--- config.mk ---
export PLATFORM = sky130hd
export DESIGN_NAME = tmv_cmd_queue
export DESIGN_NICKNAME = d
export VERILOG_FILES = /design/src/design/tmv_pkg.sv /design/src/design/tmv_cmd_queue.sv
export SDC_FILE = /design/constraint.sdc
export NUM_CORES = 1
export LEC_CHECK = 0
export ABC_AREA = 0
export BUFFER_PORTS_ARGS = -buffer_cell sky130_fd_sc_hd__buf_2
export CAP_MARGIN = 20
export CORE_MARGIN = 4
export CORE_UTILIZATION = 30
export DETAILED_ROUTE_END_ITERATION = 7
export GPL_TIMING_DRIVEN = 0
export PLACE_DENSITY = 0.52
export SETUP_SLACK_MARGIN = 0.1
export SYNTH_ARGS = -nofsm -noshare
export SYNTH_HDL_FRONTEND = slang
export SYNTH_SLANG_ARGS = --single-unit
--- constraint.sdc ---
create_clock -name clk_i -period 2.5 [get_ports clk_i]
set_input_delay 0.625 -clock clk_i [delete_from_list [all_inputs] [get_ports clk_i]]
set_output_delay 0.625 -clock clk_i [all_outputs]
set_load 0.02 [all_outputs]
--- src/design/tmv_pkg.sv ---
// tmv_pkg: shared types and constants for the ternary weight matrix-vector block.
// No dependencies; imported by every module of the block.
package tmv_pkg;

  // Sizing of the activation store and row counter
  localparam int unsigned MaxCols  = 4096;
  localparam int unsigned MaxRows  = 4096;
  localparam int unsigned Lanes    = 4;                      // codes per weight byte
  localparam int unsigned ColW     = $clog2(MaxCols);        // 12
  localparam int unsigned LaneW    = $clog2(Lanes);          // 2
  localparam int unsigned ChunkW   = ColW - LaneW;           // 10
  localparam int unsigned MaxChunk = MaxCols / Lanes;        // 1024
  localparam int unsigned RowW     = $clog2(MaxRows);        // 12

  // Field and register widths
  localparam int unsigned ActW     = 16;
  localparam int unsigned SumW     = 29;
  localparam int unsigned ByteW    = 8;
  localparam int unsigned CodeW    = 2;
  localparam int unsigned CprW     = 11;
  localparam int unsigned RowsCfgW = 13;
  localparam int unsigned CfgDataW = 13;
  localparam int unsigned CfgIdxW  = 1;

  // Command queue between front and back
  localparam int unsigned QDepth   = 4;
  localparam int unsigned QPtrW    = $clog2(QDepth);

  // Ternary codes; the two other codes contribute nothing
  localparam logic [CodeW-1:0] CodeAdd = 2'd1;
  localparam logic [CodeW-1:0] CodeSub = 2'd2;

  typedef enum logic {
    ACT_LOAD   = 1'b0,
    ACT_WEIGHT = 1'b1
  } action_e;

  typedef enum logic [CfgIdxW-1:0] {
    CFG_CHUNKS_PER_ROW = 1'b0,
    CFG_ROWS_IN_USE    = 1'b1
  } cfg_reg_e;

  typedef struct packed {
    action_e                action;
    logic [ColW-1:0]        activation_index;
    logic signed [ActW-1:0] activation_value;
    logic [ByteW-1:0]       weight_byte;
  } tmv_in_t;

  typedef struct packed {
    logic signed [SumW-1:0] row_sum;
    logic [RowW-1:0]        row_index;
    logic                   last_row;
  } tmv_out_t;

  // Classified work for the back end
  typedef struct packed {
    logic                   is_load;
    logic [ColW-1:0]        addr;     // load: column; weight: chunk * Lanes
    logic signed [ActW-1:0] value;
    logic [ByteW-1:0]       wbyte;
    logic                   eor;      // weight byte closes its row
    logic [RowW-1:0]        row;
    logic                   last;     // row closes the pass
  } tmv_cmd_t;

endpackage

--- src/design/tmv_cmd_queue.sv ---
// tmv_cmd_queue: short FIFO of classified commands between front and back.
// Depends on tmv_pkg.
module tmv_cmd_queue import tmv_pkg::*; (
  input  logic     clk_i,
  input  logic     rst_ni,
  input  logic     wr_i,
  input  tmv_cmd_t wdata_i,
  output logic     full_o,
  input  logic     rd_i,
  output tmv_cmd_t rdata_o,
  output logic     avail_o
);

  tmv_cmd_t         mem_q [QDepth];
  logic [QPtrW-1:0] wptr_q, rptr_q;
  logic [QPtrW:0]   cnt_q;

  assign full_o  = (cnt_q == (QPtrW+1)'(QDepth));
  assign avail_o = (cnt_q != '0);
  assign rdata_o = mem_q[rptr_q];

  always_ff @(posedge clk_i) begin
    if (wr_i) begin
      mem_q[wptr_q] <= wdata_i;
    end
  end

  always_ff @(posedge clk_i or negedge rst_ni) begin
    if (!rst_ni) begin
      wptr_q <= '0;
      rptr_q <= '0;
      cnt_q  <= '0;
    end else begin
      if (wr_i) wptr_q <= wptr_q + QPtrW'(1);
      if (rd_i) rptr_q <= rptr_q + QPtrW'(1);
      case ({wr_i, rd_i})
        2'b10:   cnt_q <= cnt_q + (QPtrW+1)'(1);
        2'b01:   cnt_q <= cnt_q - (QPtrW+1)'(1);
        default: ;
      endcase
    end
  end

endmodule

==> results of run 1 <==
-- state kept, by name (all words and copies together), names as in the netlist --
name    cells
cnt_q       3
mem_q     204
rptr_q      2
wptr_q      2
-- power groups by stage --
| stage | clock (mW) | combinational [mW] | sequential [mW] |
|---|---|---|---|
| 2_1_floorplan | 0 | 2.63 | 4.84 |
| 3_3_place_gp | 0 | 3.81 | 4.90 |
| 3_5_place_dp | 0 | 3.84 | 4.89 |
| 4_1_cts | 3.70 | 4.03 | 4.85 |
| 5_1_grt | 3.84 | 4.30 | 4.90 |
| 6_report | 3.60 | 3.99 | 4.83 |
-- what timing repair did --
action                                  in CTS  in global routing
endpoints found under the setup margin      51                 51
endpoints found under the hold margin        7                  0
hold buffers                                 1                  0
pin swaps                                    0                  0
gates resized for setup                     26                 14
setup buffers                                5                  0
-- metal layers --
metal  wire length (um)  track usage  vias up
met3                815      0.02749       36
met4                539      0.03640        2
li1                   -            -     1553
met5                 12            0        -
met2               7457       0.1757      102
met1               6371       0.1348     1868
-- critical path, delay by kind of cell, from the launching register on --
family / cells / cell delay (ns)
flops: 1 / 0.37
buf+inv: 3 / 0.50
mux: 1 / 0.52
-- cell type report --
cell class	instances	area [sq um]
inverter	3	11.26
fill	2352	15650
clock inverter	12	136.4
tap	330	412.9
clock buffer	32	691.9
buffer	11	161.4
timing repair buffer	113	670.6
multi-input combinational	74	1360
antenna	2	5.005
sequential	211	6302
-- synth_stat cells, drive strengths merged --
library cell,n,area [sq um]
o21ai,1,5.000
or3,1,6.260
fa,1,20.02
xor2,3,26.28
ha,5,62.56
xnor2,3,26.28
edfxtp,204,6126
mux2,1,11.26
nand2,2,7.510
inv,3,11.26
and2,4,25.02
mux4,51,1160
buf,11,136.4
nor2,1,3.750
clkbuf,1,3.750
dfrtp,7,175.2
nor3b,1,7.510
-- through the flow --
step / hold WS (ns) / total power [mW]
2_1_floorplan: 0.3294 / 7.470
3_3_place_gp: 0.4634 / 8.708
3_5_place_dp: 0.4690 / 8.723
4_1_cts: 0.2942 / 12.59
5_1_grt: 0.3046 / 13.04
6_report: 0.3272 / 12.42
-- kinds of logic (layout without fill, tap and decap cells) --
| logic type | count (synthesis) | in the layout |
|---|---|---|
| mux | 52 | 52 |
| other cells | 0 | 2 |
| flops | 211 | 211 |
| buf+inv | 15 | 171 |
| xor+xnor | 6 | 6 |
| fa+ha+maj | 6 | 6 |
| compound gates | 1 | 1 |
| simple gates | 9 | 9 |
-- final timing paths --
kind	to	slack, ns	cells after the start
max in group asynchronous	rptr_q[1]$_DFFE_PN0P_	1.84	2
hold / removal	mem_q[2][48]$_DFFE_PP_	0.33	1
hold reg to reg	cnt_q[2]$_DFFE_PN0P_	0.49	1
setup / recovery	rdata_o[21]	-0.03	4
min in group asynchronous	wptr_q[0]$_DFFE_PN0P_	0.48	2
setup reg to reg	mem_q[0][18]$_DFFE_PP_	0.71	3
==> results.tsv, run 1 <==
stage	metric	value	unit
power_and_ir_drop	power_switching	3.717	mW
power_and_ir_drop	combPwrFrac	0.321	
worst_hold_path	hold_class	in -> reg	
power_and_ir_drop	internal_power	8.703	mW
floorplanning	ios	108	
cts	clock_path_buffers	3	
sta	fin_ws	-0.02734	ns
cts	clk_pin_slew	0.06	ns
cts	htreeDepth	1	
cts	cts_made_buffers	24	
placement	hpwl	8622	um
placement	dpl_worst_slack	0.1983	ns
sta	fmax	0.3957	GHz
setup_path	r2r-start	wptr_q[0]$_DFFE_PN0P_	
route	viasPerCell	4.519	
floorplanning	coreArea	25400	sq um
layout	final_cell_mix	edfxtp_1 (204), buf_2 (93), mux4_2 (51)	
grt	gr-total-overflow	0	
setup_path	start_kind	flop	
synth	ys_warn_count	0	
cts	tritoncts	built	
synth	synth_cell_types	20	
synth	muxShareOfSynthArea	0.1499	
sta	finalSetupViolCount	19	
layout	areaGrowthSynthToFinish	24.80	%
floorplanning	fp.dieH	169.4	um
placement	port_buffers	107	
sta	finalMaxSlewViolations	0	
floorplanning	die_w	169.4	um
layout	drive_above_1_share	0.4803	
sta	rsz0062_at_grt	true	
route	drc	0	
layout	final_common_cell	edfxtp_1	
placement	numPlacedInstances	737	
setup_path	critPathLaunch	rptr_q[0]$_DFFE_PN0P_	
setup_path	slowest_stage	mux4_2	
grt	grt_max_degree	52	
synth	synthCells	300	
layout	fin_util	0.3839	
flow_run	cap_violations	0	
grt	grt_pass1_vias	4094	
synth	ys_seq_area_frac	0.8064	
synth	synth_top_family_by_area	multiplexers	
sta	tightest_slew	0.8791	ns
grt	antenna_found_initial	2	
route	dr.first_iter.drc_count	189	
cts	cts_root_buf	clkbuf_16	
setup_path	path_cells	buf_12 -> buf_12 -> mux4_2 -> buf_2	
floorplanning	dieArea	28690	sq um
sta	min_period	2.527	ns
sta	max_slew_margin	0.4140	
route	finalWirelength	15200	um
synth	netlist_area	7814	sq um
power_and_ir_drop	switching_share	0.2993	
floorplanning	start_util	0.3076	
synth	synth_compound_area_frac	0.0006405	
setup_path	max_stage_delay	0.52	ns
setup_path	required	1.88	ns
run_status	violations	negative setup slack	
setup_path	path_class	reg -> out	
synth	synth-simple-area-share	0.006405	
cts	cts_sinks	211	
setup_path	crit_fanout	10	
placement	place_area	8772	sq um
layout	final_cells	788	
setup_path	arrival	1.90	ns
layout	fin_nets	499	
worst_hold_path	min_from	wdata_i[48]	
grt	grt_pass1_wl	23410	um
synth	yosys.area_share.adder	0.01057	
power_and_ir_drop	power_density	1274	nW/um^2
power_and_ir_drop	p_seq_frac	0.389	
power_and_ir_drop	power_leakage	3.367	nW
synth	syn_nets	361	
synth	synth.avg_cell_area	26.05	sq um
synth	synth_xor_area_frac	0.006725	
power_and_ir_drop	pwr-share-clk	0.290	
setup_path	critPathCaptureType	primary output	
cts	clock_latency	0.51	ns
route	wl_per_cell	19.28	um
route	firstDrtPassIters	4	
sta	hold_viol	0	
synth	ys_seq_elements	211	
setup_path	cpMostUsedCell	buf_12	
sta	fin_skew	0.007660	ns
grt	grt_usage	0.1055	
floorplanning	rows	58	
route	postRouteAntennaNets	0	
run_status	outcome	finished, violations left	
power_and_ir_drop	vdd_ir_drop_max	0.5702	mV
sta	finalSetupTns	-0.1815	ns
layout	fin_area	9752	sq um
sta	period_share	1.011	
route	num_vias	3561	
placement	gp_congestion	0.6776	
Note: power is estimated with default switching activity, not from simulation.
==> run 2, diff against run 1 <==
CELL_PAD_IN_SITES_DETAIL_PLACEMENT = 1   (was unset)
CELL_PAD_IN_SITES_GLOBAL_PLACEMENT = 2   (was unset)
PLACE_DENSITY = 0.61   (was 0.52)
==> run 2 against run 1 <==
Net effect:
- the run still ends with negative setup slack left
- register-to-register slack worse by 0.02 ns
- critical path depth stayed put
- worst setup slack better by 0.0022 ns
- clock power is 13% lower
- non-clock buffer count unchanged
- sequential share of layout area is 0.83 points higher
- design area fell by 1.3%
- die area did not move
- fmax is essentially flat
- power down 3.4%
- count of clock-buffer cells in the layout down 5
- first-iteration DRC count fell by 5.3%
- critical path type unchanged
- critical endpoint unchanged
- largest cell class unchanged
==> results.tsv, run 2 (synthesis results as in run 1) <==
stage	metric	value	unit	change
run_status	outcome	finished, violations left		unchanged
run_status	violations	negative setup slack		unchanged
floorplanning	start_util	0.3076		unchanged
layout	final_common_cell	edfxtp_1		unchanged
route	viasPerCell	4.460		was 4.519
grt	antenna_found_initial	0		was 2
cts	clk_pin_slew	0.06	ns	about the same
grt	gr-total-overflow	0		unchanged
floorplanning	coreArea	25400	sq um	unchanged
power_and_ir_drop	pwr-share-clk	0.261		was 0.290
placement	hpwl	8867	um	was 8622 um
setup_path	start_kind	flop		unchanged
setup_path	crit_fanout	10		unchanged
cts	cts_sinks	211		unchanged
power_and_ir_drop	p_seq_frac	0.401		was 0.389
placement	port_buffers	107		unchanged
setup_path	required	1.88	ns	about the same
grt	grt_pass1_vias	4035		was 4094
power_and_ir_drop	switching_share	0.3029		was 0.2993
layout	n_antenna_cell	0		was 2
power_and_ir_drop	power_density	1246	nW/um^2	was 1274 nW/um^2
placement	gp_congestion	0.6664		was 0.6776
sta	hold_viol	0		unchanged
route	drc	0		unchanged
sta	rsz0062_at_grt	true		unchanged
layout	final_cell_mix	edfxtp_1 (204), buf_2 (91), mux4_2 (51)		was edfxtp_1 (204), buf_2 (93), mux4_2 (51)
route	postRouteAntennaNets	0		unchanged
cts	tritoncts	built		unchanged
floorplanning	ios	108		unchanged
layout	top_register	mem_q		unchanged
sta	fin_ws	-0.02515	ns	was -0.02734 ns
setup_path	arrival	1.90	ns	about the same
layout	largest_register_ffs	204		unchanged
power_and_ir_drop	design_power_total	12.00	mW	was 12.42 mW
cts	clock_path_buffers	3		unchanged
cts	cts_root_buf	clkbuf_16		unchanged
sta	fmax	0.3960	GHz	was 0.3957 GHz
sta	finalSetupViolCount	7		was 19
grt	grt_max_degree	52		unchanged
power_and_ir_drop	internal_power	8.363	mW	was 8.703 mW
grt	grt_pass1_wl	23380	um	was 23410 um
power_and_ir_drop	vdd_ir_drop_max	0.4860	mV	was 0.5702 mV
cts	cts_made_buffers	23		was 24
sta	min_period	2.525	ns	was 2.527 ns
route	firstDrtPassIters	4		unchanged
flow_run	cap_violations	0		unchanged
cts	htreeDepth	1		unchanged
setup_path	critPathCaptureType	primary output		unchanged
layout	fin_nets	498		was 499
cts	clock_latency	0.49	ns	was 0.51 ns
power_and_ir_drop	combPwrFrac	0.338		was 0.321
floorplanning	rows	58		unchanged
power_and_ir_drop	power_leakage	3.298	nW	was 3.367 nW
grt	grt_usage	0.1062		was 0.1055
route	num_vias	3483		was 3561
layout	areaGrowthSynthToFinish	23.22	%	was 24.80%
floorplanning	dieArea	28690	sq um	unchanged
power_and_ir_drop	power_switching	3.634	mW	was 3.717 mW
sta	finalMaxSlewViolations	0		unchanged
placement	numPlacedInstances	737		unchanged
floorplanning	fp.dieH	169.4	um	unchanged
sta	period_share	1.010		was 1.011
floorplanning	die_w	169.4	um	unchanged
worst_hold_path	hold_class	in -> reg		unchanged
route	wl_per_cell	19.56	um	was 19.28 um
sta	tightest_slew	0.8591	ns	was 0.8791 ns
layout	top_regs	mem_q (204), cnt_q (3)		unchanged
layout	drive_above_1_share	0.4656		was 0.4803
sta	fin_skew	0.01053	ns	was 0.007660 ns
route	finalWirelength	15280	um	was 15200 um
sta	max_slew_margin	0.4273		was 0.4140
route	dr.first_iter.drc_count	179		was 189
layout	final_cells	781		was 788
setup_path	path_class	reg -> out		unchanged
==> run 2: cell types whose count changed in the layout (fill, tap and decap cells not counted), sizes merged <==
cell      before  now
clkinvlp       0    1
buf          123  122
clkbuf        32   28
bufinv         3    2
inv            4    3
clkinv         8    9
diode          2    0
==> run 2: per-stage QoR <==
stage	cell area (sq um)	worst slack (ns)	utilization	hold slack, ns	TNS [ns]
after floorplan	7814	0.2456	-	0.3294	0
after detailed placement	8772	0.1604	0.3454	0.4702	0
after global routing	9628	-0.1076	0.3791	0.3138	-3.383
after global placement	8762	-1.148	0.3450	0.4668	-225.66
after CTS	9510	-0.08394	0.3744	0.3136	-2.469
final	9628	-0.02515	0.3791	0.3457	-0.09470
==> run 2: repair_timing <==
| item | CTS | global route |
|---|---|---|
| hold buffers | 1 | 0 |
| setup buffers | 1 | 4 |
| endpoints found under the setup margin | 51 | 51 |
| endpoints found under the hold margin | 7 | 0 |
| resized for setup | 12 | 32 |
| gates cloned | 0 | 0 |
==> run 2: power groups by stage <==
stage | registers (mW) | clock network, mW | logic, mW
after global routing | 4.87 | 3.43 | 4.38
after detailed placement | 4.89 | 0 | 3.85
after global placement | 4.90 | 0 | 3.80
after floorplan | 4.84 | 0 | 2.63
final | 4.81 | 3.13 | 4.06
after CTS | 4.85 | 3.25 | 3.91
==> run 2: worst paths after layout <==
kind | to | start | cells past startpoint | slack [ns]
min in group asynchronous | cnt_q[2]$_DFFE_PN0P_ | rst_ni | 2 | 0.49
max reg2reg | mem_q[2][26]$_DFFE_PP_ | wptr_q[0]$_DFFE_PN0P_ | 3 | 0.69
max | rdata_o[21] | rptr_q[0]$_DFFE_PN0P_ | 4 | -0.03
max in group asynchronous | rptr_q[1]$_DFFE_PN0P_ | rst_ni | 2 | 1.83
min reg2reg | cnt_q[2]$_DFFE_PN0P_ | cnt_q[2]$_DFFE_PN0P_ | 1 | 0.50
min | mem_q[0][45]$_DFFE_PP_ | wdata_i[45] | 1 | 0.35
==> run 2: cell type report <==
cell class / instances / area [sq um]
Sequential cell: 211 / 6302
Buffer: 11 / 161.4
Multi-Input combinational cell: 74 / 1360
Clock buffer: 27 / 590.6
Inverter: 3 / 11.26
Tap cell: 330 / 412.9
Timing Repair Buffer: 113 / 683.2
Fill cell: 2488 / 15770
Clock inverter: 12 / 106.4
==> run 2: routing by layer <==
| metal | part of all wire | track usage | vias up |
|---|---|---|---|
| met5 | 0 | 0 | - |
| met4 | 0.021 | 0.03045 | 0 |
| li1 | - | - | 1548 |
| met1 | 0.41 | 0.1358 | 1822 |
| met3 | 0.059 | 0.02609 | 25 |
| met2 | 0.51 | 0.1809 | 88 |
==> run 2: critical path, stage by stage (launching register included) <==
cell     delay, ns
dfrtp_1       0.37
buf_12        0.16
buf_12        0.16
mux4_2        0.54
buf_2         0.18
==> run 3, diff against run 2 <==
PLACE_DENSITY = unset   (was 0.61)
PLACE_DENSITY_LB_ADDON = 0.05   (was unset)
==> run 3 against run 2 <==
Net effect:
- the flow still finishes with violations (negative setup slack)
- non-clock buffer count up 4
- first-iteration DRC count grew 13%
- design area up 2.1%
- utilization increased by 0.79 points
- worst hold slack worse by 0.020 ns
- power increased by 3.4%
- sequential power about the same
- count of clock-buffer cells in the layout is 13 higher
- largest power group unchanged
==> results.tsv, run 3 (synthesis results as in run 1) <==
stage	metric	value	unit	change
layout	largest_register_ffs	204		unchanged
layout	top_regs	mem_q (204), cnt_q (3)		unchanged
sta	finalSetupViolCount	18		was 7
layout	top_register	mem_q		unchanged
power_and_ir_drop	pwr-share-clk	0.279		was 0.261
power_and_ir_drop	power_leakage	3.396	nW	was 3.298 nW
power_and_ir_drop	vdd_ir_drop_max	0.4292	mV	was 0.4860 mV
cts	htreeDepth	1		unchanged
placement	hpwl	9669	um	was 8867 um
sta	holdWs	0.3254	ns	was 0.3457 ns
power_and_ir_drop	p_seq_frac	0.388		was 0.401
setup_path	start_kind	flop		unchanged
cts	tritoncts	built		unchanged
route	wl_per_cell	20.37	um	was 19.56 um
grt	grt_util_met2	0.1925		was 0.1809
layout	fin_area	9829	sq um	was 9628 sq um
floorplanning	rows	58		unchanged
route	num_vias	3547		was 3483
setup_path	arrival	1.92	ns	was 1.90 ns
floorplanning	die_w	169.4	um	unchanged
grt	grt_pass1_vias	4080		was 4035
floorplanning	dieArea	28690	sq um	unchanged
sta	tightest_slew	0.4274	ns	was 0.8591 ns
route	firstDrtPassIters	4		unchanged
power_and_ir_drop	power_density	1262	nW/um^2	was 1246 nW/um^2
floorplanning	start_util	0.3076		unchanged
grt	antenna_found_initial	1		was 0
sta	fmax	0.3932	GHz	was 0.3960 GHz
cts	cts_made_buffers	26		was 23
route	dr.first_iter.drc_count	202		was 179
cts	clock_path_buffers	3		unchanged
sta	max_slew_margin	0.7151		was 0.4273
grt	gr-total-overflow	0		unchanged
setup_path	path_class	reg -> out		unchanged
power_and_ir_drop	internal_power	8.646	mW	was 8.363 mW
sta	finalSetupTns	-0.2554	ns	was -0.09470 ns
run_status	outcome	finished, violations left		unchanged
grt	grtUsageMet3	0.03075		was 0.02609
grt	grt_usage	0.1131		was 0.1062
layout	drive_above_1_share	0.4752		was 0.4656
route	finalWirelength	16150	um	was 15280 um
sta	hold_viol	0		unchanged
setup_path	critPathCaptureType	primary output		unchanged
setup_path	critPathLaunch	rptr_q[0]$_DFFE_PN0P_		unchanged
sta	fin_skew	0.01494	ns	was 0.01053 ns
cts	cts_root_buf	clkbuf_16		unchanged
layout	n_antenna_cell	0		unchanged
grt	top_usage_layer	met2		unchanged
placement	place_area	8867	sq um	was 8772 sq um
power_and_ir_drop	power_switching	3.761	mW	was 3.634 mW
grt	grt_pass1_wl	24530	um	was 23380 um
cts	clock_latency	0.51	ns	was 0.49 ns
sta	finalMaxSlewViolations	0		unchanged
route	postRouteAntennaNets	0		unchanged
setup_path	r2r-start	wptr_q[0]$_DFFE_PN0P_		unchanged
layout	final_cell_mix	edfxtp_1 (204), buf_2 (93), mux4_2 (51)		was edfxtp_1 (204), buf_2 (91), mux4_2 (51)
floorplanning	ios	108		unchanged
setup_path	crit_fanout	10		unchanged
run_status	violations	negative setup slack		unchanged
power_and_ir_drop	combPwrFrac	0.333		was 0.338
setup_path	required	1.88	ns	about the same
cts	cts_sinks	211		unchanged
worst_hold_path	hold_class	in -> reg		unchanged
grt	grt_max_degree	39		was 52
sta	fin_ws	-0.04322	ns	was -0.02515 ns
floorplanning	coreArea	25400	sq um	unchanged
flow_run	cap_violations	0		unchanged
power_and_ir_drop	switching_share	0.3031		was 0.3029
placement	port_buffers	107		unchanged
worst_hold_path	min_from	wdata_i[9]		was wdata_i[45]
grt	grt_use_met1	0.1442		was 0.1358
sta	min_period	2.543	ns	was 2.525 ns
layout	areaGrowthSynthToFinish	25.80	%	was 23.22%
route	drc	0		unchanged
floorplanning	fp.dieH	169.4	um	unchanged
cts	clk_pin_slew	0.06	ns	about the same
layout	final_common_cell	edfxtp_1		unchanged
sta	period_share	1.017		was 1.010
placement	gp_congestion	0.6852		was 0.6664
layout	fin_nets	505		was 498
power_and_ir_drop	design_power_total	12.41	mW	was 12.00 mW
route	viasPerCell	4.473		was 4.460
sta	rsz0062_at_grt	true		unchanged
-- run 3: cell types whose count changed in the layout (fill, tap and decap cells not counted), sizes merged --
cell / change
clkbuf: +12
buf: +5
clkinv: -3
bufinv: -2
clkinvlp: -1
inv: +1
-- run 3: worst paths after layout --
path	slack, ns	end	cells after the start
min in group asynchronous	0.49	cnt_q[2]$_DFFE_PN0P_	2
min	0.33	mem_q[3][9]$_DFFE_PP_	1
max reg2reg	0.82	mem_q[2][8]$_DFFE_PP_	4
min reg2reg	0.49	cnt_q[2]$_DFFE_PN0P_	1
max in group asynchronous	1.83	rptr_q[1]$_DFFE_PN0P_	2
max	-0.04	rdata_o[11]	4
-- run 3: repair_timing --
item,in CTS,in global routing
hold buffers,1,0
gates resized for setup,23,18
buffers inserted,2,3
endpoints found under the hold margin,7,0
endpoints found under the setup margin,51,51
-- run 3: layout make-up --
cell class	count	area, sq um
Fill cell	2479	15570
Sequential cell	211	6302
Multi-Input combinational cell	74	1360
Clock buffer	40	774.5
Timing Repair Buffer	117	765.7
Tap cell	330	412.9
Buffer	11	165.2
Clock inverter	7	37.54
Inverter	3	11.26
-- run 3: power groups by stage --
stage               sequential (mW)  combinational, mW  clock (mW)
detailed placement             4.87               4.00           0
floorplan                      4.84               2.63           0
global route                   4.88               4.47        3.78
global placement               4.91               3.88           0
finish                         4.82               4.13        3.46
CTS                            4.83               4.15        3.60
-- run 3: stage by stage --
step | utilization | setup slack (ns) | instances
2_1_floorplan | - | 0.2456 | 300
3_3_place_gp | 0.3450 | -1.354 | 737
3_5_place_dp | 0.3491 | 0.1982 | 741
4_1_cts | 0.3843 | -0.1028 | 790
5_1_grt | 0.3870 | -0.1268 | 793
6_report | 0.3870 | -0.04322 | 793
-- run 3: layer usage --
metal  vias up  part of all wire  routed length, um
met1      1868              0.43               6905
met5         -           0.00074                 12
met4         2             0.018                283
li1       1571                 -                  -
met2        82              0.50               8057
met3        24             0.055                892
-- run 3: critical path: stages (launching register included) --
cell	delay (ns)
dfrtp_1	0.37
buf_12	0.16
buf_12	0.16
mux4_2	0.54
buf_2	0.18
