**config.mk**
```make
export PLATFORM = sky130hd
export DESIGN_NAME = tmv_front
export DESIGN_NICKNAME = d
export VERILOG_FILES = /design/src/design/tmv_pkg.sv /design/src/design/tmv_front.sv
export SDC_FILE = /design/constraint.sdc
export NUM_CORES = 1
export LEC_CHECK = 0
export ABC_CLOCK_PERIOD_IN_PS = 3000
export CAP_MARGIN = 10
export CORE_ASPECT_RATIO = 1.5
export CORE_MARGIN = 1
export CORE_UTILIZATION = 30
export DETAILED_ROUTE_END_ITERATION = 8
export DONT_BUFFER_PORTS = 1
export SLEW_MARGIN = 20
export SYNTH_ARGS = -nofsm -noshare
export SYNTH_HDL_FRONTEND = slang
export SYNTH_SLANG_ARGS = --single-unit
```
**constraint.sdc**
```tcl
create_clock -name clk_i -period 3 [get_ports clk_i]
set_clock_uncertainty 0.05 [all_clocks]
set_input_delay 0.3 -clock clk_i [delete_from_list [all_inputs] [get_ports clk_i]]
set_output_delay 0.3 -clock clk_i [all_outputs]
set_load 0.05 [all_outputs]
```
**src/design/tmv_pkg.sv**
```systemverilog
// tmv_pkg: shared types and constants for the ternary weight matrix-vector block.
// No dependencies; imported by every module of the block.
package tmv_pkg;

  // Sizing of the activation store and row counter
  localparam int unsigned MaxCols  = 4096;
  localparam int unsigned MaxRows  = 4096;
  localparam int unsigned Lanes    = 4;                      // codes per weight byte
  localparam int unsigned ColW     = $clog2(MaxCols);        // 12
  localparam int unsigned LaneW    = $clog2(Lanes);          // 2
  localparam int unsigned ChunkW   = ColW - LaneW;           // 10
  localparam int unsigned MaxChunk = MaxCols / Lanes;        // 1024
  localparam int unsigned RowW     = $clog2(MaxRows);        // 12

  // Field and register widths
  localparam int unsigned ActW     = 16;
  localparam int unsigned SumW     = 29;
  localparam int unsigned ByteW    = 8;
  localparam int unsigned CodeW    = 2;
  localparam int unsigned CprW     = 11;
  localparam int unsigned RowsCfgW = 13;
  localparam int unsigned CfgDataW = 13;
  localparam int unsigned CfgIdxW  = 1;

  // Command queue between front and back
  localparam int unsigned QDepth   = 4;
  localparam int unsigned QPtrW    = $clog2(QDepth);

  // Ternary codes; the two other codes contribute nothing
  localparam logic [CodeW-1:0] CodeAdd = 2'd1;
  localparam logic [CodeW-1:0] CodeSub = 2'd2;

  typedef enum logic {
    ACT_LOAD   = 1'b0,
    ACT_WEIGHT = 1'b1
  } action_e;

  typedef enum logic [CfgIdxW-1:0] {
    CFG_CHUNKS_PER_ROW = 1'b0,
    CFG_ROWS_IN_USE    = 1'b1
  } cfg_reg_e;

  typedef struct packed {
    action_e                action;
    logic [ColW-1:0]        activation_index;
    logic signed [ActW-1:0] activation_value;
    logic [ByteW-1:0]       weight_byte;
  } tmv_in_t;

  typedef struct packed {
    logic signed [SumW-1:0] row_sum;
    logic [RowW-1:0]        row_index;
    logic                   last_row;
  } tmv_out_t;

  // Classified work for the back end
  typedef struct packed {
    logic                   is_load;
    logic [ColW-1:0]        addr;     // load: column; weight: chunk * Lanes
    logic signed [ActW-1:0] value;
    logic [ByteW-1:0]       wbyte;
    logic                   eor;      // weight byte closes its row
    logic [RowW-1:0]        row;
    logic                   last;     // row closes the pass
  } tmv_cmd_t;

endpackage

```
**src/design/tmv_front.sv**
```systemverilog
// tmv_front: config registers, chunk/row position tracking and command classification.
// Depends on tmv_pkg.
module tmv_front import tmv_pkg::*; (
  input  logic                clk_i,
  input  logic                rst_ni,
  input  logic                cfg_we_i,
  input  cfg_reg_e            cfg_idx_i,
  input  logic [CfgDataW-1:0] cfg_data_i,
  input  logic                accept_i,
  input  tmv_in_t             item_i,
  output tmv_cmd_t            cmd_o
);

  logic [CprW-1:0]     cpr_q;
  logic [RowsCfgW-1:0] rows_q;
  logic [ChunkW-1:0]   chunk_q, chunk_d;
  logic [RowW-1:0]     row_q, row_d;
  logic [CprW-1:0]     cpr_eff, chunk_inc;
  logic [RowsCfgW-1:0] rows_eff, row_inc;
  logic                eor, last;

  // Out-of-range register values clamp into range
  always_comb begin
    if (cpr_q == '0) begin
      cpr_eff = CprW'(1);
    end else if (cpr_q > CprW'(MaxChunk)) begin
      cpr_eff = CprW'(MaxChunk);
    end else begin
      cpr_eff = cpr_q;
    end
    if (rows_q == '0) begin
      rows_eff = RowsCfgW'(1);
    end else if (rows_q > RowsCfgW'(MaxRows)) begin
      rows_eff = RowsCfgW'(MaxRows);
    end else begin
      rows_eff = rows_q;
    end
  end

  assign chunk_inc = CprW'(chunk_q) + CprW'(1);
  assign row_inc   = RowsCfgW'(row_q) + RowsCfgW'(1);
  assign eor       = (chunk_inc >= cpr_eff);
  assign last      = (row_inc >= rows_eff);

  always_comb begin
    chunk_d = chunk_q;
    row_d   = row_q;
    if (item_i.action == ACT_LOAD) begin
      chunk_d = '0;
      row_d   = '0;
    end else if (eor) begin
      chunk_d = '0;
      row_d   = last ? '0 : row_inc[RowW-1:0];
    end else begin
      chunk_d = chunk_inc[ChunkW-1:0];
    end
  end

  always_comb begin
    cmd_o.is_load = (item_i.action == ACT_LOAD);
    cmd_o.addr    = (item_i.action == ACT_LOAD) ? item_i.activation_index
                                                : {chunk_q, LaneW'(0)};
    cmd_o.value   = item_i.activation_value;
    cmd_o.wbyte   = item_i.weight_byte;
    cmd_o.eor     = eor;
    cmd_o.row     = row_q;
    cmd_o.last    = last;
  end

  always_ff @(posedge clk_i or negedge rst_ni) begin
    if (!rst_ni) begin
      cpr_q   <= CprW'(MaxChunk);
      rows_q  <= RowsCfgW'(MaxRows);
      chunk_q <= '0;
      row_q   <= '0;
    end else begin
      if (cfg_we_i) begin
        unique case (cfg_idx_i)
          CFG_CHUNKS_PER_ROW: cpr_q  <= cfg_data_i[CprW-1:0];
          CFG_ROWS_IN_USE:    rows_q <= cfg_data_i[RowsCfgW-1:0];
          default:            ;
        endcase
      end
      if (accept_i) begin
        chunk_q <= chunk_d;
        row_q   <= row_d;
      end
    end
  end

endmodule

```
==> metrics.md, run 1 <==
| Metric | Value |
|---|---|
| Post-synth ARST share | `1.00` |
| Core area | `about 0.0098 mm^2` |
| I/O pins | `approximately 110` |
| Crit path capture type | `register` |
| Reg clk slew, reported paths | `70 ps` |
| Final ANT Viol Nets | `0` |
| Initial Util | `0.311` |
| Top-count cell post-synth | `dfrtp_1` |
| Cell Area, Synth | `a little over 0.003 mm^2` |
| Clock latency on the worst-skew pair | `around 280 ps` |
| Worst rel slew slack | `0.370` |
| Area leader, netlist | `dfrtp_1` |
| Pre-CTS WS | `-127 ps` |
| Min Tclk post-route | `about 3100 ps` |
| Pin count of the biggest net entering global routing | `47` |
| Routed via count | `2,237` |
| Vias per Instance | `roughly 5.2` |
| Total global routing track utilization | `0.136` |
| Num rows | `44` |
| H-tree depth | `2` |
| Outcome | `finished, violations left` |
| Post-synth top cells | `dfrtp_1 (44), mux2_2 (33), nand2_1 (32)` |
| Fmax | `between 300 and 400 MHz` |
| Synth top area share | `0.361` |
| Tcrit/Tclk final | `1.05` |
| Die Wd | `roughly 84 um` |
| Clk pwr share | `0.333` |
| Pwr/cell area | `between 400 and 500 mW/mm^2` |
| First-pass GRT wire length | `roughly 11 mm` |
| Gate Count Post-Synth | `a little under 300` |
| Grt total ovfl | `0` |
| Worst-Margin Slew | `around 940 ps` |
| Dpl hpwl | `5.46 mm` |
| Setup TNS Final | `-631 ps` |
| Cell area after layout | `roughly 0.0036 mm^2` |
| Die area | `roughly 0.011 mm^2` |
| Worst-path fanout max | `4` |
| Design internal power | `roughly 1200 uW` |
| Wire per inst | `approximately 17 um` |
| CTS Sinks | `46` |
| DRC Markers | `10` |
| Part of the Yosys area used for sequential elements | `0.378` |
| Ys Warns | `0` |
| Synth unique cells | `45` |
| Post-synthesis net count | `roughly 380` |
| CTS Buffer Depth | `2` |
| Yosys reg bits | `46` |
| CTS Buf Count | `5` |
| Max Transition Viols Final | `0` |
| Maximum capacitance violations | `0` |
| Main area contributors after synthesis | `dfrtp_1 (36%), mux2_2 (12%), ha_1 (11%)` |
| RSZ-0062 raised after global routing | `yes` |
| Setup CP Type | `register to register` |
| Antenna diodes | `0` |
| Synth-to-layout area growth | `17.4%` |
| Nets | `between 300 and 400` |
| Critical path launch point type | `register` |
| Hold_ws | `approximately 88 ps` |
| Critical Path RT | `around 3200 ps` |
| Share of post-route cells with drive strength above 1 | `0.348` |
| Setup Viol. Count Final | `13` |
| PnR Total Power | `between 1500 and 2000 uW` |
| Switching part of the total | `0.294` |
| Logic gate share of total power | `0.234` |
| Maximum vdd drop | `roughly 0.23 mV` |
| Port Buffers | `0` |
| Initial DRC Count | `100` |
| Sequential cell fraction of total power | `0.433` |
| Final worst slack | `-147 ps` |
| CP Data Arrival Time | `between 3000 and 4000 ps` |
| Number of global-route vias before repair | `approximately 2,200` |
| Synth Flop Type | `dfrtp_1` |
| Number of synthesized flops with an enable pin | `0` |
| Root buf cell | `clkbuf_16` |
| CTS tree | `yes` |
| Leakage | `approximately 0.0017 uW` |
| Post-Place Cell Area | `0.00324 mm^2` |
| Violated checks | `design-rule violations, negative setup slack` |
| RD Place Congestion | `0.793` |
| Chip height | `~130 um` |
| Synthesized area per cell | `a little over 10 um^2` |
| Hold Vio Cnt, Final | `0` |
| Drt pass-1 iters | `6` |
| Switch Pwr | `about 490 uW` |
| Antenna violations before repair | `0` |
| Final WL | `7.08 mm` |
| Hold Path Class | `input port to register` |
path summary, 6_finish.rpt:
kind / end / depth (start not counted) / slack [ps] / from
min reg2reg: rows_q[0]$_DFFE_PN0P_ / 1 / 460 / rows_q[0]$_DFFE_PN0P_
max: row_q[5]$_DFFE_PN0P_ / 12 / -150 / row_q[0]$_DFFE_PN0P_
max reg2reg: row_q[5]$_DFFE_PN0P_ / 12 / -150 / row_q[0]$_DFFE_PN0P_
min: cpr_q[10]$_DFFE_PN1P_ / 2 / 90 / cfg_data_i[10]
min in group asynchronous: row_q[4]$_DFFE_PN0P_ / 2 / 480 / rst_ni
max in group asynchronous: cpr_q[10]$_DFFE_PN1P_ / 2 / 2160 / rst_ni
worst max-delay path, stage by stage (launching register included):
cell and delay [ps]:
dfrtp_2 420, ha_4 150, nand4_1 160, or3_1 370
nand2_1 90, ha_1 240, and2_4 140, a221o_1 300
a211oi_2 270, o21ai_2 120, buf_4 160, or3b_4 400
o31ai_2 170
metrics by stage:
stage                      util  cells
final                     0.365    428
after global routing      0.365    428
after CTS                 0.359    425
after detailed placement  0.330    408
after global placement    0.330    408
after floorplan               -    295
final cells by class:
type	count	area (um^2)
clock buffer	7	143
clock inverter	1	5.00
fill	968	6220
inverter	7	26.3
multi-input combinational	209	1720
sequential	46	1160
tap	115	144
timing repair buffer	43	378
what timing repair did:
item,4_1_cts,5_1_grt
endpoints found under the setup margin,14,15
setup buffers,7,3
endpoints found under the hold margin,46,0
pin swaps,7,9
hold buffers,2,0
resized for setup,7,11
placed cells by master, fill, tap and decap left out, types with 5 or more instances in the layout:
cell type  Yosys  final
clkbuf_16      0      5
mux2_2        33     33
dfrtp_1       44     36
o21ai_0        8      5
a22o_1        18     18
xnor2_1       11      8
nand2_1       32     32
nor2_1        12     11
nand4_1        5      5
buf_4         26     37
xor2_1         6      6
nor2b_1        5      5
ha_1          26     25
nand3_1       10     10
inv_1          6      6
dfrtp_2        0      8
power by group through the flow:
stage / Clock, uW / Combinational, uW / Sequential, uW
after floorplan: 0 / 342 / 727
after global placement: 0 / 331 / 731
after detailed placement: 0 / 344 / 733
after CTS: 569 / 375 / 726
after global routing: 594 / 433 / 733
final: 558 / 392 / 725
logic make-up after synthesis:
| logic type | Yosys count | share of synthesized area |
|---|---|---|
| flops | 46 | 0.378 |
| simple gates | 83 | 0.136 |
| fa+ha+maj | 26 | 0.107 |
| mux | 34 | 0.125 |
| buf+inv | 40 | 0.0821 |
| xor+xnor | 17 | 0.0488 |
| compound gates | 49 | 0.123 |
registers in the layout, indices dropped and copies added, names as in the netlist:
register / count
rows_q: 13
row_q: 12
chunk_q: 10
cpr_q: 11
per-layer routing:
metal / up-vias / track usage / wire [um]
met5: - / 0 / 0
met2: 63 / 0.260 / 3730
met4: 0 / 0.0304 / 37
met1: 1092 / 0.147 / 2830
li1: 1078 / - / -
met3: 4 / 0.0370 / 473
Note: power is estimated with default switching activity, not from simulation.
==> run 2: changes to the inputs <==
--- a/config.mk
+++ b/config.mk
@@ -5,7 +5,7 @@
 export SDC_FILE = /design/constraint.sdc
 export NUM_CORES = 1
 export LEC_CHECK = 0
-export ABC_CLOCK_PERIOD_IN_PS = 3000
+export ABC_CLOCK_PERIOD_IN_PS = 3200
 export CAP_MARGIN = 10
 export CORE_ASPECT_RATIO = 1.5
 export CORE_MARGIN = 1
==> constraint.sdc (replaced) <==
create_clock -name clk_i -period 3.2 [get_ports clk_i]
set_clock_uncertainty 0.05 [all_clocks]
set_input_delay 0.32 -clock clk_i [delete_from_list [all_inputs] [get_ports clk_i]]
set_output_delay 0.32 -clock clk_i [all_outputs]
set_load 0.05 [all_outputs]
==> run 2 against run 1 <==
  * Critical path type is now register to primary output
  * Largest power group unchanged
  * Die area stayed put
  * Via count is 2.6% lower
  * The run ends with design-rule violations left
  * Wire length is 0.24% lower
  * Sequential power is 5.9% lower
  * Combinational power is 14% lower
==> metrics.md, run 2 (synthesized netlist as in run 1, its figures left out) <==
| Metric | Value |
|---|---|
| Outcome | `finished, violations left` |
| Violated checks | `design-rule violations` |
| CTS tree | `yes` |
| Maximum vdd drop | `0.185 mV (-21%)` |
| Final ANT Viol Nets | `0 (unchanged)` |
| Worst min-delay path startpoint | `accept_i` |
| Total global routing track utilization | `0.135 (-0.000931)` |
| Worst rel slew slack | `0.297 (-0.0723)` |
| Critical Path RT | `2830 ps (-320 ps)` |
| Initial DRC Count | `84 (-16%)` |
| Grt total ovfl | `0 (unchanged)` |
| DRC Markers | `9 (-1)` |
| Post-Place Cell Area | `0.00313 mm^2 (-3.3%)` |
| Number of global-route vias before repair | `2,226 (+0.36%)` |
| Setup CP Type | `register to primary output` |
| Commonest non-fill, non-tap cell in the layout | `dfrtp_1` |
| Setup TNS Final | `0 ps (+631 ps)` |
| CTS Sinks | `46 (unchanged)` |
| H-tree depth | `2 (unchanged)` |
| Wire per inst | `17.0 um (+2.9%)` |
| I/O pins | `106 (unchanged)` |
| Setup Viol. Count Final | `0 (-13)` |
| Hold Vio Cnt, Final | `0 (unchanged)` |
| Nets | `380 (-3.3%)` |
| R2R Path End | `row_q[8]$_DFFE_PN0P_` |
| Antenna diodes | `0 (unchanged)` |
| Die area | `0.0106 mm^2 (unchanged)` |
| First-pass GRT wire length | `11.0 mm (-2.6%)` |
| Clock latency on the worst-skew pair | `300 ps (+20 ps)` |
| Antenna violations before repair | `0 (unchanged)` |
| Reg clk slew, reported paths | `70 ps (about the same)` |
| Largest register by flop count | `rows_q` |
| Root buf cell | `clkbuf_16` |
| Vias per Instance | `5.25 (+0.41%)` |
| Critical R2R Launch | `row_q[1]$_DFFE_PN0P_` |
| Drt pass-1 iters | `8 (+2)` |
| Final Core Density | `0.357 (-0.00868)` |
| Port Buffers | `0 (unchanged)` |
| Num rows | `44 (unchanged)` |
| Min Tclk post-route | `about 3100 ps` |
| Hold endpoint | `chunk_q[0]$_DFFE_PN0P_` |
| Maximum capacitance violations | `0 (unchanged)` |
| Worst-path fanout max | `4 (unchanged)` |
| Crit path capture type | `primary output` |
| R2R setup slack | `100 ps (+250 ps)` |
| Synth-to-layout area growth | `14.6%` |
| CP Data Arrival Time | `2770 ps (-520 ps)` |
| Cell area after layout | `0.00350 mm^2 (-2.4%)` |
| Most frequent cells in the layout | `dfrtp_1 (40), mux2_2 (33), nand2_1 (31), buf_4 (25), ha_1 (24)` |
| Leakage | `0.00158 uW (-4.9%)` |
| Worst-Margin Slew | `1050 ps (+108 ps)` |
| Max FFs per register | `13 (unchanged)` |
| CTS Buf Count | `5 (unchanged)` |
| Hold Path Class | `input port to register` |
| Pwr/cell area | `448 mW/mm^2 (-4.2%)` |
| Initial Util | `0.311 (unchanged)` |
| RD Place Congestion | `0.784 (-1.1%)` |
| Critical path launch point type | `register` |
| Share of post-route cells with drive strength above 1 | `0.333 (-0.0149)` |
| Biggest regs | `rows_q x13, row_q x12, cpr_q x11` |
| Max Transition Viols Final | `0 (unchanged)` |
| CTS Buffer Depth | `2 (unchanged)` |
| Die Wd | `84.3 um (unchanged)` |
| Dpl hpwl | `5.42 mm (-0.67%)` |
| Core area | `0.00980 mm^2 (unchanged)` |
| Chip height | `125 um (unchanged)` |
| R2r worst-path depth | `11 (-1)` |
| Tcrit/Tclk final | `0.983` |
| Pin count of the biggest net entering global routing | `47 (unchanged)` |
| Hold-critical path depth | `1 (-1)` |
| Final WL | `7.06 mm (-0.24%)` |
| Routed via count | `2,178 (-2.6%)` |
| Fmax | `about 320 MHz` |
| RSZ-0062 raised after global routing | `yes` |
-- run 2: changes by cell type in the layout (fill, tap and decap cells not counted), moves of 3 or more --
cell,change
buf_4,-12
dfrtp_1,+4
dfrtp_2,-4
inv_6,+3
o21ai_0,+3
o21ai_1,-3
-- run 2: final cells by class --
class / instances / area [um^2]
inverter: 7 / 26.3
tap: 115 / 144
multi-input combinational: 209 / 1740
timing repair buffer: 30 / 277
clock buffer: 5 / 125
fill: 1000 / 6300
sequential: 46 / 1160
clock inverter: 3 / 26.3
-- run 2: timing repair --
action                                  in CTS  in global routing
pin swaps                                    1                  9
buffers inserted                             1                  8
endpoints found under the setup margin       2                 14
endpoints found under the hold margin       46                  0
gates cloned                                 0                  0
resized for setup                            2                 19
hold buffers                                 2                  0
-- run 2: per-stage QoR --
| stage | power (uW) | instances | hold WS (ps) | setup WS, ps |
|---|---|---|---|---|
| 6_report | 1570 | 415 | 56.2 | 56.0 |
| 5_1_grt | 1640 | 415 | 71.6 | -70.6 |
| 4_1_cts | 1570 | 407 | 51.7 | 27.2 |
| 3_5_place_dp | 995 | 396 | -23.9 | 28.7 |
| 3_3_place_gp | 983 | 396 | -24.1 | 174 |
| 2_1_floorplan | 1000 | 295 | -25.6 | 6.48 |
-- run 2: routing by layer --
metal  wire, um  global-route usage
met1       2510               0.129
met2       4020               0.263
met3        394              0.0343
met4        133              0.0649
met5          0                   0
-- run 2: worst max-delay path, cell delays in order (launching register included) --
cell and delay [ps]:
dfrtp_2 390, ha_4 140, nand4_1 170, or3_4 430
nand2_2 90, ha_4 200, and2_4 130, a221o_1 330
a211oi_2 280, o21ai_2 130, buf_6 180
-- run 2: where the power goes --
part / internal, uW / total, uW / switching (uW) / leakage (uW)
registers: 635 / 682 / 46.2 / 0.000578
logic: 143 / 337 / 194 / 0.000923
clock network: 298 / 549 / 250 / 0.0000752
-- run 2: worst max path at each step --
stage                               startpoint                   end
final                     row_q[1]$_DFFE_PN0P_              cmd_o[0]
after global routing      row_q[1]$_DFFE_PN0P_              cmd_o[0]
after CTS                 row_q[0]$_DFFE_PN0P_              cmd_o[0]
after detailed placement  row_q[0]$_DFFE_PN0P_  row_q[5]$_DFFE_PN0P_
after global placement    row_q[0]$_DFFE_PN0P_  row_q[5]$_DFFE_PN0P_
after floorplan           row_q[2]$_DFFE_PN0P_  row_q[5]$_DFFE_PN0P_
==> run 3: changes to the inputs <==
--- a/config.mk
+++ b/config.mk
@@ -8,10 +8,11 @@
 export ABC_CLOCK_PERIOD_IN_PS = 3200
 export CAP_MARGIN = 10
 export CORE_ASPECT_RATIO = 1.5
-export CORE_MARGIN = 1
+export CORE_MARGIN = 3
 export CORE_UTILIZATION = 30
 export DETAILED_ROUTE_END_ITERATION = 8
 export DONT_BUFFER_PORTS = 1
+export MAX_ROUTING_LAYER = met4
 export SLEW_MARGIN = 20
 export SYNTH_ARGS = -nofsm -noshare
 export SYNTH_HDL_FRONTEND = slang
==> run 3 against run 2 <==
  * The run now ends clean
  * Final cell count decreased by 0.24%
  * Clock power decreased by 3.6%
  * Worst hold slack better by 3.5 ps
  * Die area rose by 8.1%
  * Largest power group unchanged
  * Highest routed layer unchanged
==> metrics.md, run 3 (synthesized netlist as in run 1, its figures left out) <==
| Metric | Value |
|---|---|
| Outcome | `finished, final reports clean` |
| Root buf cell | `clkbuf_16` |
| Switching part of the total | `0.306 (-0.00644)` |
| Drt pass-1 iters | `4 (-4)` |
| Maximum capacitance violations | `0 (unchanged)` |
| Total global routing track utilization | `0.131 (-0.00441)` |
| I/O pins | `106 (unchanged)` |
| Commonest non-fill, non-tap cell in the layout | `dfrtp_1` |
| Leakage | `0.00157 uW (-0.63%)` |
| Dpl hpwl | `5.47 mm (+0.87%)` |
| Reg clk slew, reported paths | `70 ps (about the same)` |
| CTS tree | `yes` |
| Synth-to-layout area growth | `13.5%` |
| Nets | `379 (-0.26%)` |
| Critical R2R Launch | `row_q[1]$_DFFE_PN0P_` |
| Design internal power | `1070 uW (-0.48%)` |
| Fmax | `314 MHz (-1.2%)` |
| Cell area after layout | `0.00346 mm^2 (-0.97%)` |
| Antenna violations before repair | `0 (unchanged)` |
| Biggest regs | `rows_q x13, row_q x12, cpr_q x11` |
| Multi-input gate area | `0.00171 mm^2 (-1.4%)` |
| Grt total ovfl | `0 (unchanged)` |
| Tcrit/Tclk final | `0.994 (+0.0116)` |
| First-pass GRT wire length | `11.2 mm (+2.3%)` |
| Number of global-route vias before repair | `2,256 (+1.3%)` |
| Clock latency on the worst-skew pair | `290 ps (about the same)` |
| Critical path launch point type | `register` |
| Num rows | `44 (unchanged)` |
| Switch Pwr | `473 uW (-3.4%)` |
| Port Buffers | `0 (unchanged)` |
| Maximum vdd drop | `0.192 mV (+3.9%)` |
| Sequential cell fraction of total power | `0.441 (+0.006)` |
| Most frequent cells in the layout | `dfrtp_1 (40), mux2_2 (33), nand2_1 (31), ha_1 (24), buf_4 (24)` |
| Largest register by flop count | `rows_q` |
| Final ANT Viol Nets | `0 (unchanged)` |
| Worst-Margin Slew | `1040 ps (-15.3 ps)` |
| Wire per inst | `16.8 um (-1.0%)` |
| Final WL | `6.97 mm (-1.3%)` |
| Die area | `0.0114 mm^2 (+8.1%)` |
| CP Data Arrival Time | `2810 ps (+40 ps)` |
| Setup CP Type | `register to primary output` |
| DRC Markers | `0 (-9)` |
| Worst-path fanout max | `4 (unchanged)` |
| Pwr/cell area | `446 mW/mm^2 (-0.44%)` |
| Fillers | `1,001 (+0.10%)` |
| Post-Layout Cell Count | `414 (-0.24%)` |
| Chip height | `129 um (+3.2%)` |
| Antenna diodes | `0 (unchanged)` |
| Vias per Instance | `5.19 (-1.0%)` |
| H-tree depth | `2 (unchanged)` |
| Hold Path Class | `input port to register` |
| Logic gate share of total power | `0.217 (+0.002)` |
| Final worst slack | `19.0 ps (-37.0 ps)` |
| Setup Viol. Count Final | `0 (unchanged)` |
| Crit path capture type | `primary output` |
| Core area | `0.00980 mm^2 (unchanged)` |
| RD Place Congestion | `0.795 (+1.4%)` |
| Hold Vio Cnt, Final | `0 (unchanged)` |
| Min Tclk post-route | `3180 ps (+37.0 ps)` |
| Die Wd | `88.3 um (+4.7%)` |
| Hold_ws | `59.7 ps (+3.47 ps)` |
| CP startpoint | `row_q[1]$_DFFE_PN0P_` |
| Post-Place Cell Area | `0.00313 mm^2 (unchanged)` |
| RSZ-0062 raised after global routing | `yes` |
| Initial DRC Count | `70 (-17%)` |
| R2r worst-path depth | `13 (+2)` |
| CTS Buf Count | `5 (unchanged)` |
| Share of post-route cells with drive strength above 1 | `0.314 (-0.0190)` |
| Placed Cells | `396 (unchanged)` |
| Register area | `0.00116 mm^2 (unchanged)` |
| Pre-CTS WS | `58.5 ps (+29.8 ps)` |
| Clk pwr share | `0.342 (-0.008)` |
| Worst rel slew slack | `0.308 (+0.0102)` |
| Pin count of the biggest net entering global routing | `47 (unchanged)` |
| Final Core Density | `0.353 (-0.00345)` |
| Routed via count | `2,150 (-1.3%)` |
| Initial Util | `0.311 (unchanged)` |
| CTS Buffer Depth | `2 (unchanged)` |
| Max FFs per register | `13 (unchanged)` |
| Critical Path RT | `2830 ps (about the same)` |
| R2R Path End | `row_q[1]$_DFFE_PN0P_` |
| CTS Sinks | `46 (unchanged)` |
| Max Transition Viols Final | `0 (unchanged)` |
| R2R setup slack | `90 ps (about the same)` |
| Worst Setup EP | `cmd_o[0]` |
run 3: cell count changes in the layout (fill, tap and decap cells not counted), moves of 2 or more:
| cell | change |
|---|---|
| xor2_1 | +2 |
| inv_6 | -2 |
| nor2_2 | -2 |
| xor2_2 | -2 |
| nor2_1 | +2 |
run 3: power groups by stage:
stage | registers [uW] | logic (uW) | clock network (uW)
after floorplan | 681 | 320 | 0
after global placement | 691 | 292 | 0
after CTS | 682 | 320 | 540
after detailed placement | 693 | 301 | 0
final | 682 | 335 | 529
after global routing | 689 | 375 | 561
run 3: worst min-delay path by stage:
stage | startpoint | to | slack, ps | cells past startpoint
final | accept_i | chunk_q[0]$_DFFE_PN0P_ | 60 | 1
after global routing | accept_i | chunk_q[0]$_DFFE_PN0P_ | 50 | 1
after CTS | accept_i | chunk_q[0]$_DFFE_PN0P_ | 60 | 1
after detailed placement | rst_ni | rows_q[1]$_DFFE_PN0P_ | -20 | 0
after global placement | rst_ni | rows_q[3]$_DFFE_PN0P_ | -20 | 0
after floorplan | rst_ni | chunk_q[0]$_DFFE_PN0P_ | -30 | 0
run 3: routing by layer:
metal	global-route usage	share of wire
met1	0.127	0.35
met2	0.237	0.56
met3	0.0394	0.065
met4	0.0534	0.030
met5	-	0
run 3: critical path: stages, from the launching register on:
cell and delay [ps]:
dfrtp_2 410, ha_4 140, nand4_1 170, or3_4 460
nand2_4 70, ha_4 190, and2_4 130, a221o_1 320
a211oi_2 310, o21ai_2 130, buf_6 170
run 3: metrics by stage:
step	total power [uW]	TNS [ps]
floorplan	1000	0
global placement	983	0
detailed placement	994	0
CTS	1540	0
global route	1630	-641
finish	1550	0
run 3: timing repair:
| item | 4_1_cts | 5_1_grt |
|---|---|---|
| endpoints found under the hold margin | 46 | 0 |
| pin swaps | 1 | 11 |
| endpoints found under the setup margin | 1 | 15 |
| setup buffers | 1 | 7 |
| hold buffers | 2 | 0 |
| gates resized for setup | 0 | 18 |
run 3: cell type report:
| class | count | area share |
|---|---|---|
| clock inverter | 3 | 0.00723 |
| multi-input combinational | 209 | 0.495 |
| clock buffer | 5 | 0.0361 |
| tap | 115 | 0.0416 |
| sequential | 46 | 0.335 |
| inverter | 7 | 0.00759 |
| timing repair buffer | 29 | 0.0777 |
